File: config.mk
export PLATFORM = sky130hd
export DESIGN_NAME = gsq_ctrl
export DESIGN_NICKNAME = d
export VERILOG_FILES = /design/src/hdl/gsq_pkg.sv /design/src/hdl/gsq_ctrl.sv
export SDC_FILE = /design/constraint.sdc
export NUM_CORES = 1
export LEC_CHECK = 0
export BUFFER_PORTS_ARGS = -buffer_cell sky130_fd_sc_hd__buf_4
export CORE_AREA = 4 4 89 91
export CTS_BUF_LIST = sky130_fd_sc_hd__clkbuf_4
export CTS_CLUSTER_SIZE = 20
export DETAILED_ROUTE_END_ITERATION = 10
export DIE_AREA = 0 0 93 95
export HOLD_SLACK_MARGIN = 0.12
export MAX_ROUTING_LAYER = met4
export PLACE_DENSITY_LB_ADDON = 0.15
export RECOVER_POWER = 100
export SLEW_MARGIN = 20
export SYNTH_ARGS = -nofsm -noshare
export SYNTH_HDL_FRONTEND = slang
export SYNTH_SLANG_ARGS = --single-unit
File: constraint.sdc
create_clock -name i_clk -period 8 [get_ports i_clk]
set_input_delay 1.2 -clock i_clk [delete_from_list [all_inputs] [get_ports i_clk]]
set_output_delay 1.2 -clock i_clk [all_outputs]
set_load 0.1 [all_outputs]
File: src/hdl/gsq_pkg.sv
// Shared types, widths and handshake structs for the greedy segment sequencer.
package gsq_pkg;

    // Coordinate and store sizing.
    localparam int COORD_BITS = 24;
    localparam int SEG_BITS   = 6;
    localparam int MAX_SEG    = 1 << SEG_BITS;
    localparam int CNT_BITS   = SEG_BITS + 1;

    // Distance arithmetic widths; the distance width is the sum width, capped at 64 bits.
    localparam int DIFF_BITS  = COORD_BITS + 1;
    localparam int SQ_BITS    = 2 * DIFF_BITS;
    localparam int SUM_BITS   = SQ_BITS + 2;
    localparam int DIST_BITS  = (SUM_BITS > 64) ? 64 : SUM_BITS;

    typedef logic signed [COORD_BITS-1:0] t_coord;
    typedef logic signed [DIFF_BITS-1:0]  t_diff;
    typedef logic [DIFF_BITS-1:0]         t_abs;
    typedef logic [SQ_BITS-1:0]           t_sq;
    typedef logic [SUM_BITS-1:0]          t_sum;
    typedef logic [DIST_BITS-1:0]         t_dist;
    typedef logic [SEG_BITS-1:0]          t_idx;
    typedef logic [CNT_BITS-1:0]          t_cnt;

    typedef struct packed {
        t_coord x;
        t_coord y;
        t_coord z;
    } t_point;

    typedef struct packed {
        t_point s;
        t_point e;
    } t_seg;

    // One input beat.
    typedef struct packed {
        t_coord start_x;
        t_coord start_y;
        t_coord start_z;
        t_coord end_x;
        t_coord end_y;
        t_coord end_z;
        logic   load_last;
    } t_item;

    // One result beat.
    typedef struct packed {
        t_idx segment_index;
        logic reversed;
        logic order_last;
    } t_result;

    // Commands from the controller to the datapath.
    typedef struct packed {
        logic seg_wr;
        t_idx wr_idx;
        t_idx rd_addr;
        logic dist_issue;
        logic check;
        logic tag;
        logic clr_best;
        logic seed_take;
        logic place_take;
        logic grow_front;
        logic ring_we;
        t_idx ring_addr;
        logic emit_rd;
        logic emit_last;
        logic clear_marks;
    } t_dp_cmd;

    // Status from the datapath to the controller.
    typedef struct packed {
        logic empty;
        logic want_front;
        t_idx best_idx;
    } t_dp_status;

endpackage

File: src/hdl/gsq_ctrl.sv
// Controller: load counting, chain growth sequencing and emission.
module gsq_ctrl (
    input  logic                i_clk,
    input  logic                i_rst_n,
    input  logic                i_start,
    input  logic                i_load_last,
    output logic                o_busy,
    input  logic                i_cfg_valid,
    output logic                o_cfg_ready,
    input  gsq_pkg::t_idx       i_cfg_data,
    output gsq_pkg::t_dp_cmd    o_cmd,
    input  gsq_pkg::t_dp_status i_status
);

    typedef enum logic [12:0] {
        S_IDLE       = 13'b0000000000001,
        S_SEED_RD    = 13'b0000000000010,
        S_SEED_TAKE  = 13'b0000000000100,
        S_NEXT       = 13'b0000000001000,
        S_SWEEP      = 13'b0000000010000,
        S_SW_DRAIN   = 13'b0000000100000,
        S_CHK0       = 13'b0000001000000,
        S_CHK1       = 13'b0000010000000,
        S_CHK_DRAIN  = 13'b0000100000000,
        S_PLACE_RD   = 13'b0001000000000,
        S_PLACE_TAKE = 13'b0010000000000,
        S_EMIT       = 13'b0100000000000,
        S_EMIT_END   = 13'b1000000000000
    } t_state;

    t_state        r_state, n_state;
    gsq_pkg::t_cnt r_count, n_count;
    gsq_pkg::t_cnt r_placed, n_placed;
    gsq_pkg::t_cnt r_j, n_j;
    gsq_pkg::t_cnt r_k, n_k;
    gsq_pkg::t_idx r_head, n_head;
    gsq_pkg::t_idx r_tail, n_tail;
    logic          r_gf, n_gf;
    logic          r_switched, n_switched;
    gsq_pkg::t_idx r_start_seg;
    gsq_pkg::t_idx seed;
    logic          last_k;

    // Seed index saturates to the last loaded segment.
    assign seed = (gsq_pkg::t_cnt'(r_start_seg) < r_count) ? r_start_seg
                                                           : gsq_pkg::t_idx'(r_count - 1'b1);
    assign last_k = r_k == (r_count - 1'b1);

    // Next state and datapath commands.
    always_comb begin
        n_state    = r_state;
        n_count    = r_count;
        n_placed   = r_placed;
        n_j        = r_j;
        n_k        = r_k;
        n_head     = r_head;
        n_tail     = r_tail;
        n_gf       = r_gf;
        n_switched = r_switched;
        o_cmd            = '0;
        o_cmd.grow_front = r_gf;
        o_cmd.wr_idx     = r_count[gsq_pkg::SEG_BITS-1:0];
        o_cmd.rd_addr    = r_j[gsq_pkg::SEG_BITS-1:0];
        o_cmd.ring_addr  = r_head + r_k[gsq_pkg::SEG_BITS-1:0];
        case (r_state)
            S_IDLE: begin
                if (i_start) begin
                    if (r_count < gsq_pkg::t_cnt'(gsq_pkg::MAX_SEG)) begin
                        o_cmd.seg_wr = 1'b1;
                        n_count      = r_count + 1'b1;
                    end
                    if (i_load_last) begin
                        n_state = S_SEED_RD;
                    end
                end
            end
            S_SEED_RD: begin
                o_cmd.rd_addr = seed;
                n_state       = S_SEED_TAKE;
            end
            S_SEED_TAKE: begin
                o_cmd.seed_take = 1'b1;
                o_cmd.ring_we   = 1'b1;
                o_cmd.ring_addr = '0;
                n_head          = '0;
                n_tail          = gsq_pkg::t_idx'(1);
                n_placed        = gsq_pkg::t_cnt'(1);
                n_gf            = 1'b0;
                n_state         = S_NEXT;
            end
            S_NEXT: begin
                if (r_placed == r_count) begin
                    n_k     = '0;
                    n_state = S_EMIT;
                end else begin
                    n_switched     = 1'b0;
                    o_cmd.clr_best = 1'b1;
                    n_j            = '0;
                    n_state        = S_SWEEP;
                end
            end
            S_SWEEP: begin
                o_cmd.dist_issue = 1'b1;
                n_j              = r_j + 1'b1;
                if (r_j == (r_count - 1'b1)) begin
                    n_state = S_SW_DRAIN;
                end
            end
            S_SW_DRAIN: begin
                if (i_status.empty) begin
                    if ((r_placed > gsq_pkg::t_cnt'(1)) && !r_switched) begin
                        n_state = S_CHK0;
                    end else begin
                        n_state = S_PLACE_RD;
                    end
                end
            end
            S_CHK0: begin
                o_cmd.rd_addr    = i_status.best_idx;
                o_cmd.dist_issue = 1'b1;
                o_cmd.check      = 1'b1;
                n_state          = S_CHK1;
            end
            S_CHK1: begin
                o_cmd.rd_addr    = i_status.best_idx;
                o_cmd.dist_issue = 1'b1;
                o_cmd.check      = 1'b1;
                o_cmd.tag        = 1'b1;
                n_state          = S_CHK_DRAIN;
            end
            S_CHK_DRAIN: begin
                if (i_status.empty) begin
                    if (i_status.want_front != r_gf) begin
                        n_gf           = i_status.want_front;
                        n_switched     = 1'b1;
                        o_cmd.clr_best = 1'b1;
                        n_j            = '0;
                        n_state        = S_SWEEP;
                    end else begin
                        n_state = S_PLACE_RD;
                    end
                end
            end
            S_PLACE_RD: begin
                o_cmd.rd_addr = i_status.best_idx;
                n_state       = S_PLACE_TAKE;
            end
            S_PLACE_TAKE: begin
                o_cmd.place_take = 1'b1;
                o_cmd.ring_we    = 1'b1;
                if (r_gf) begin
                    o_cmd.ring_addr = r_head - 1'b1;
                    n_head          = r_head - 1'b1;
                end else begin
                    o_cmd.ring_addr = r_tail;
                    n_tail          = r_tail + 1'b1;
                end
                n_placed = r_placed + 1'b1;
                n_state  = S_NEXT;
            end
            S_EMIT: begin
                o_cmd.emit_rd   = 1'b1;
                o_cmd.emit_last = last_k;
                n_k             = r_k + 1'b1;
                if (last_k) begin
                    n_state = S_EMIT_END;
                end
            end
            S_EMIT_END: begin
                o_cmd.clear_marks = 1'b1;
                n_count           = '0;
                n_gf              = 1'b0;
                n_state           = S_IDLE;
            end
            default: begin
                n_state = S_IDLE;
            end
        endcase
    end

    // Control registers.
    always_ff @(posedge i_clk) begin
        if (!i_rst_n) begin
            r_state     <= S_IDLE;
            r_count     <= '0;
            r_placed    <= '0;
            r_j         <= '0;
            r_k         <= '0;
            r_head      <= '0;
            r_tail      <= '0;
            r_gf        <= 1'b0;
            r_switched  <= 1'b0;
            r_start_seg <= '0;
        end else begin
            r_state    <= n_state;
            r_count    <= n_count;
            r_placed   <= n_placed;
            r_j        <= n_j;
            r_k        <= n_k;
            r_head     <= n_head;
            r_tail     <= n_tail;
            r_gf       <= n_gf;
            r_switched <= n_switched;
            if (i_cfg_valid) begin
                r_start_seg <= i_cfg_data;
            end
        end
    end

    assign o_busy      = r_state != S_IDLE;
    assign o_cfg_ready = 1'b1;

endmodule
# Word level (Yosys, flattened, before mapping)
# Index checks and enable logic that the tools add are counted.
dict set report word_totals {
  inputBits 19
  ff_bits 61
}
dict set report classes {
  n_eq_ne 30
  add_sub_neg 8
  mux 49
  n_lt_le_gt_ge 3
  reduce_logical 21
}
# cell count
set op_table {}
lappend op_table {{$pmux 13 s11} 1}
lappend op_table {{$mux 13} 6}
lappend op_table {{$pmux 7 s2} 4}
lappend op_table {{$mux 7} 6}
lappend op_table {{$pmux 6 s2} 3}
lappend op_table {{$add 7x1->7 const B} 4}
lappend op_table {{$mux 6} 4}
lappend op_table {{$ne 2x2->1 const B} 12}
lappend op_table {{$eq 7x7->1} 3}
lappend op_table {{$pmux 7 s3} 1}
lappend op_table {{$mux 10} 2}
lappend op_table {{$mux 1} 17}
lappend op_table {{$eq 13x1->1 const B} 1}
lappend op_table {{$eq 13x10->1 const B} 1}
lappend op_table {{$eq 13x11->1 const B} 1}
lappend op_table {{$eq 13x12->1 const B} 1}
lappend op_table {{$eq 13x13->1 const B} 1}
lappend op_table {{$eq 13x2->1 const B} 1}
lappend op_table {{$eq 13x3->1 const B} 1}
lappend op_table {{$eq 13x4->1 const B} 1}
lappend op_table {{$eq 13x5->1 const B} 1}
lappend op_table {{$eq 13x6->1 const B} 1}
lappend op_table {{$eq 13x7->1 const B} 1}
lappend op_table {{$eq 13x8->1 const B} 1}
lappend op_table {{other kinds (23)} 36}

# Longest topological paths before layout
dict set report logic_depth {
  word_depth 5
  depth_mapped 11
  ltp_nobuf 9
}

# Least setup slack after synthesis
# No wires, ideal clock.
dict set report synth_path {
  path_type {register -> output}
  start {reg r_state[0]}
  end {out o_cmd[7] (netlist name)}
  setup_slack_ps 1934
  t_arrival_ps 4866
  path_stages_with_launch 6
  cell_sequence {dfxtp_1 -> or4_1 -> clkbuf_1 -> nor2_1 -> nand3_1 -> o311ai_0}
}
# item line
set synth_lines {}
lappend synth_lines {{from (decl)} gsq_ctrl.sv:31} ;# t_state r_state, n_state;
lappend synth_lines {{from (signal assigned)} gsq_ctrl.sv:195} ;# r_state <= n_state;
lappend synth_lines {{to (decl)} gsq_ctrl.sv:11} ;# output gsq_pkg::t_dp_cmd o_cmd,

==> run summary <==
The internal reg-to-reg setup slack is 4.56 ns, and the number of slew-limit violations in the final report is 0. The run gives 0 as the number of gates given a new drive strength after cts. The tools report the count of TritonRoute iterations in the first routing pass as 5. Setup repair after global routing left no endpoint under its margin. The tools report the via count as 4184. The cell count after synthesis came out at 556. For this run the aggregate overflow at the end of global routing stands at 0. After synthesis, the share of flip-flops with an asynchronous set or reset is 0%.

The number of hold buffers added after CTS was 0. For the maximum VDD drop, the log shows 0.0000913 V. The die width was 93 um; the share of the yosys chip area belonging to registers was 27.0%.

The estimated wirelength of the detail-placed design is 8.67 mm, and the I/O pin total is 51. The worst-path maximum fanout was 8. The tool flagged a number of max-cap violations equal to 0. The repair_antennas step left the layout with diodes totalling 0. Synthesis instantiated 83 different standard cells from the library.

STA classifies the critical path startpoint as a register. The worst-margin pin slew is 1.36 ns, and the fraction of final layout cells sized beyond drive strength 1 is 11.1%. In the synthesized netlist the dominant register cell turns out to be dfxtp_1. Initial DRC count: 263.

Sorting the synthesized cells by area gives the leading types as dfxtp_1 27%, xnor2_1 5.0%, ha_1 5.0%. The flow ran to the end, and the final reports show no timing, DRC or antenna violations. The number of sinks handled by clock tree synthesis is 61.

The congestion estimate from routability-driven global placement came to 0.946. The level count of the clock H-tree was 3; the number of synthesized flops with an enable pin was 0. Measured against its own limit, the worst slew margin works out to 8.51%.

The minimum period implied by the final worst setup slack is 4.92 ns, and the number of clock buffers inserted by TritonCTS is 9. In the layout the commonest cells are 61 x dfxtp_1, 59 x nor2_1, 44 x nand2_1, 28 x a21oi_1, 27 x clkbuf_1. After layout, the design draws a total of 799 uW.

The vertical die dimension was 95 um. The area of the mapped netlist came out at 4520 um^2. The post-route setup TNS was 0 ns; the effective utilization at floorplan was 63.3%. In this run the power density over the cells is 166 nW/um^2. Once the clock tree was built, the setup fixing pass inserted 0 buffers. The die area came out at 8840 um^2. STA classifies the critical path endpoint as an output port.

The data required time at the worst endpoint came out at 6.80 ns. TritonCTS built the clock tree. Compared with the post-synthesis result, the final layout area differs by 6.20%.

Leaving out fill and tap cells, the most frequent cell in the layout is dfxtp_1. In this run the deepest clock path goes through 2 buffers. The standard cell core area came out at 7140 um^2.

After synthesis the netlist holds a flip-flop and latch count of 61. For the final database, setup skew stands at 0.0203 ns. The hold violation total from the final report was 0; the number of synthesis warnings was 0.

The number of antenna violations at the first check in global routing was 0; the final worst-path cycle share was 61.5%. The tools report the cell chosen for the clock root as clkbuf_4. The fmax was 203 MHz; the share of Yosys cell area claimed by the top area cell type was 27.0%.

After detailed routing, the number of remaining DRC violations is 0. Entering global routing, the biggest net connects 29 pins. The count of antenna-violating nets left after detailed routing came out at 0.

Cell leakage power: 0.00191 uW. The number of vias per cell is 6.09. The synthesized design spends more area on one cell type than any other, namely dfxtp_1. For the number of global-route vias before repair, the log shows 3872. The total global-route track usage came out at 27.4%. The wire length of the first global-routing pass was 18.5 mm; the final routed wirelength across all metal layers was 11.4 mm.

The worst hold path belongs to the class reg -> reg. The net count of the finished layout is 621. The tools report the post-synthesis net count as 594.

The average instance in the mapped netlist occupies 8.13 um^2. For this run, the share of the core covered by cells in the final layout is 67.3%. Setup violations remaining at the end of the flow were counted as 0. For the clock insertion delay at the later pin of the skew report, the log shows 0.42 ns. The run gives 31 as the number of placement rows. The category of the most critical setup path was reg -> out. The count of input and output buffers was 49; the routed wire length per instance was 16.6 um. The data arrival at the endpoint of the critical path is 3.72 ns. After clock tree synthesis, the clock-pin slew on the worst setup and hold paths is 0.12 ns.
flip-flops by register name (all words and copies together) (netlist names):
| register | count |
|---|---|
| r_state | 13 |
| r_count | 7 |
| r_j | 7 |
| r_k | 7 |
| r_placed | 7 |
| r_head | 6 |
| r_start_seg | 6 |
| r_tail | 6 |
| r_gf | 1 |
| r_switched | 1 |
per-layer routing:
layer / GRT usage, % / share of wire [%] / wire length (um) / up-vias
li1: - / - / - / 2043
met1: 34.9 / 45 / 5160 / 1987
met2: 44.1 / 47 / 5410 / 141
met3: 3.90 / 5.8 / 658 / 13
met4: 10.7 / 1.6 / 183 / 0
met5: - / 0 / 0 / -
cell families after synthesis:
group / after synthesis / synth area share [%]
AND/OR/NAND/NOR: 240 / 30.2
AO/OA/AOI/OAI: 114 / 17.0
flip-flops: 61 / 27.0
buffers and inverters: 60 / 7.36
XOR/XNOR: 46 / 9.55
adder cells (fa/ha/maj): 19 / 5.42
multiplexers: 15 / 3.35
other: 1 / 0.0830
report_power, final:
group          switching (uW)  internal, uW
logic                     149          75.7
clock network             119           127
registers                17.1           310
synth_stat cells, types with 3 or more instances:
cell type  instances
buf_4             10
nand3_1           21
nand3b_1           4
clkbuf_8           3
and2_1            12
a21oi_1           28
mux2i_1           14
nor2_1            59
and4b_1            4
nand4_1           12
xor2_1            18
nor3_1             9
o21a_1             6
o21ai_0           20
buf_6              5
a21o_1             8
o22ai_1            3
or4_4              3
a31oi_1            5
nor2_2             7
nor2b_1            6
o211ai_1          11
nand2_1           43
o31ai_1            4
dfxtp_1           61
nor4_1             8
xnor2_1           26
clkbuf_1          14
and3_1             7
or2_2              4
inv_1             23
o2111ai_1          7
nand2b_1           9
ha_1              18
a211oi_1           3
worst paths after layout:
kind / depth (start not counted) / startpoint / endpoint
max: 5 / r_state[9] / o_cmd[13]
max reg2reg: 8 / r_count[0] / r_state[3]
min: 1 / r_tail[5] / r_tail[5]
min reg2reg: 1 / r_tail[5] / r_tail[5]
per-stage QoR:
step / area [um^2] / setup slack [ns] / std cells / hold WS [ns]
detailed placement: 4790 / 4.17 / 671 / 0.461
global route: 4800 / 2.87 / 687 / 0.525
CTS: 4940 / 3.72 / 687 / 0.481
floorplan: 4520 / 1.93 / 556 / 0.432
finish: 4800 / 3.08 / 687 / 0.489
global placement: 4790 / 4.18 / 671 / 0.455
worst max-delay path: stages (launching register included):
cell and delay, ns:
dfxtp_1 0.38, or4_1 0.64, nor3_1 0.58, nand2_1 0.36
o22ai_1 0.45, clkbuf_1 0.91
area by class of cell:
cell class	count	area (um^2)
Fill cell	665	2340
Multi-Input combinational cell	435	2930
Tap cell	99	124
Inverter	26	97.6
Sequential cell	61	1220
Clock inverter	6	77.6
Clock buffer	10	75.1
Timing Repair Buffer	50	274
Power figures use the tool's default switching activity.
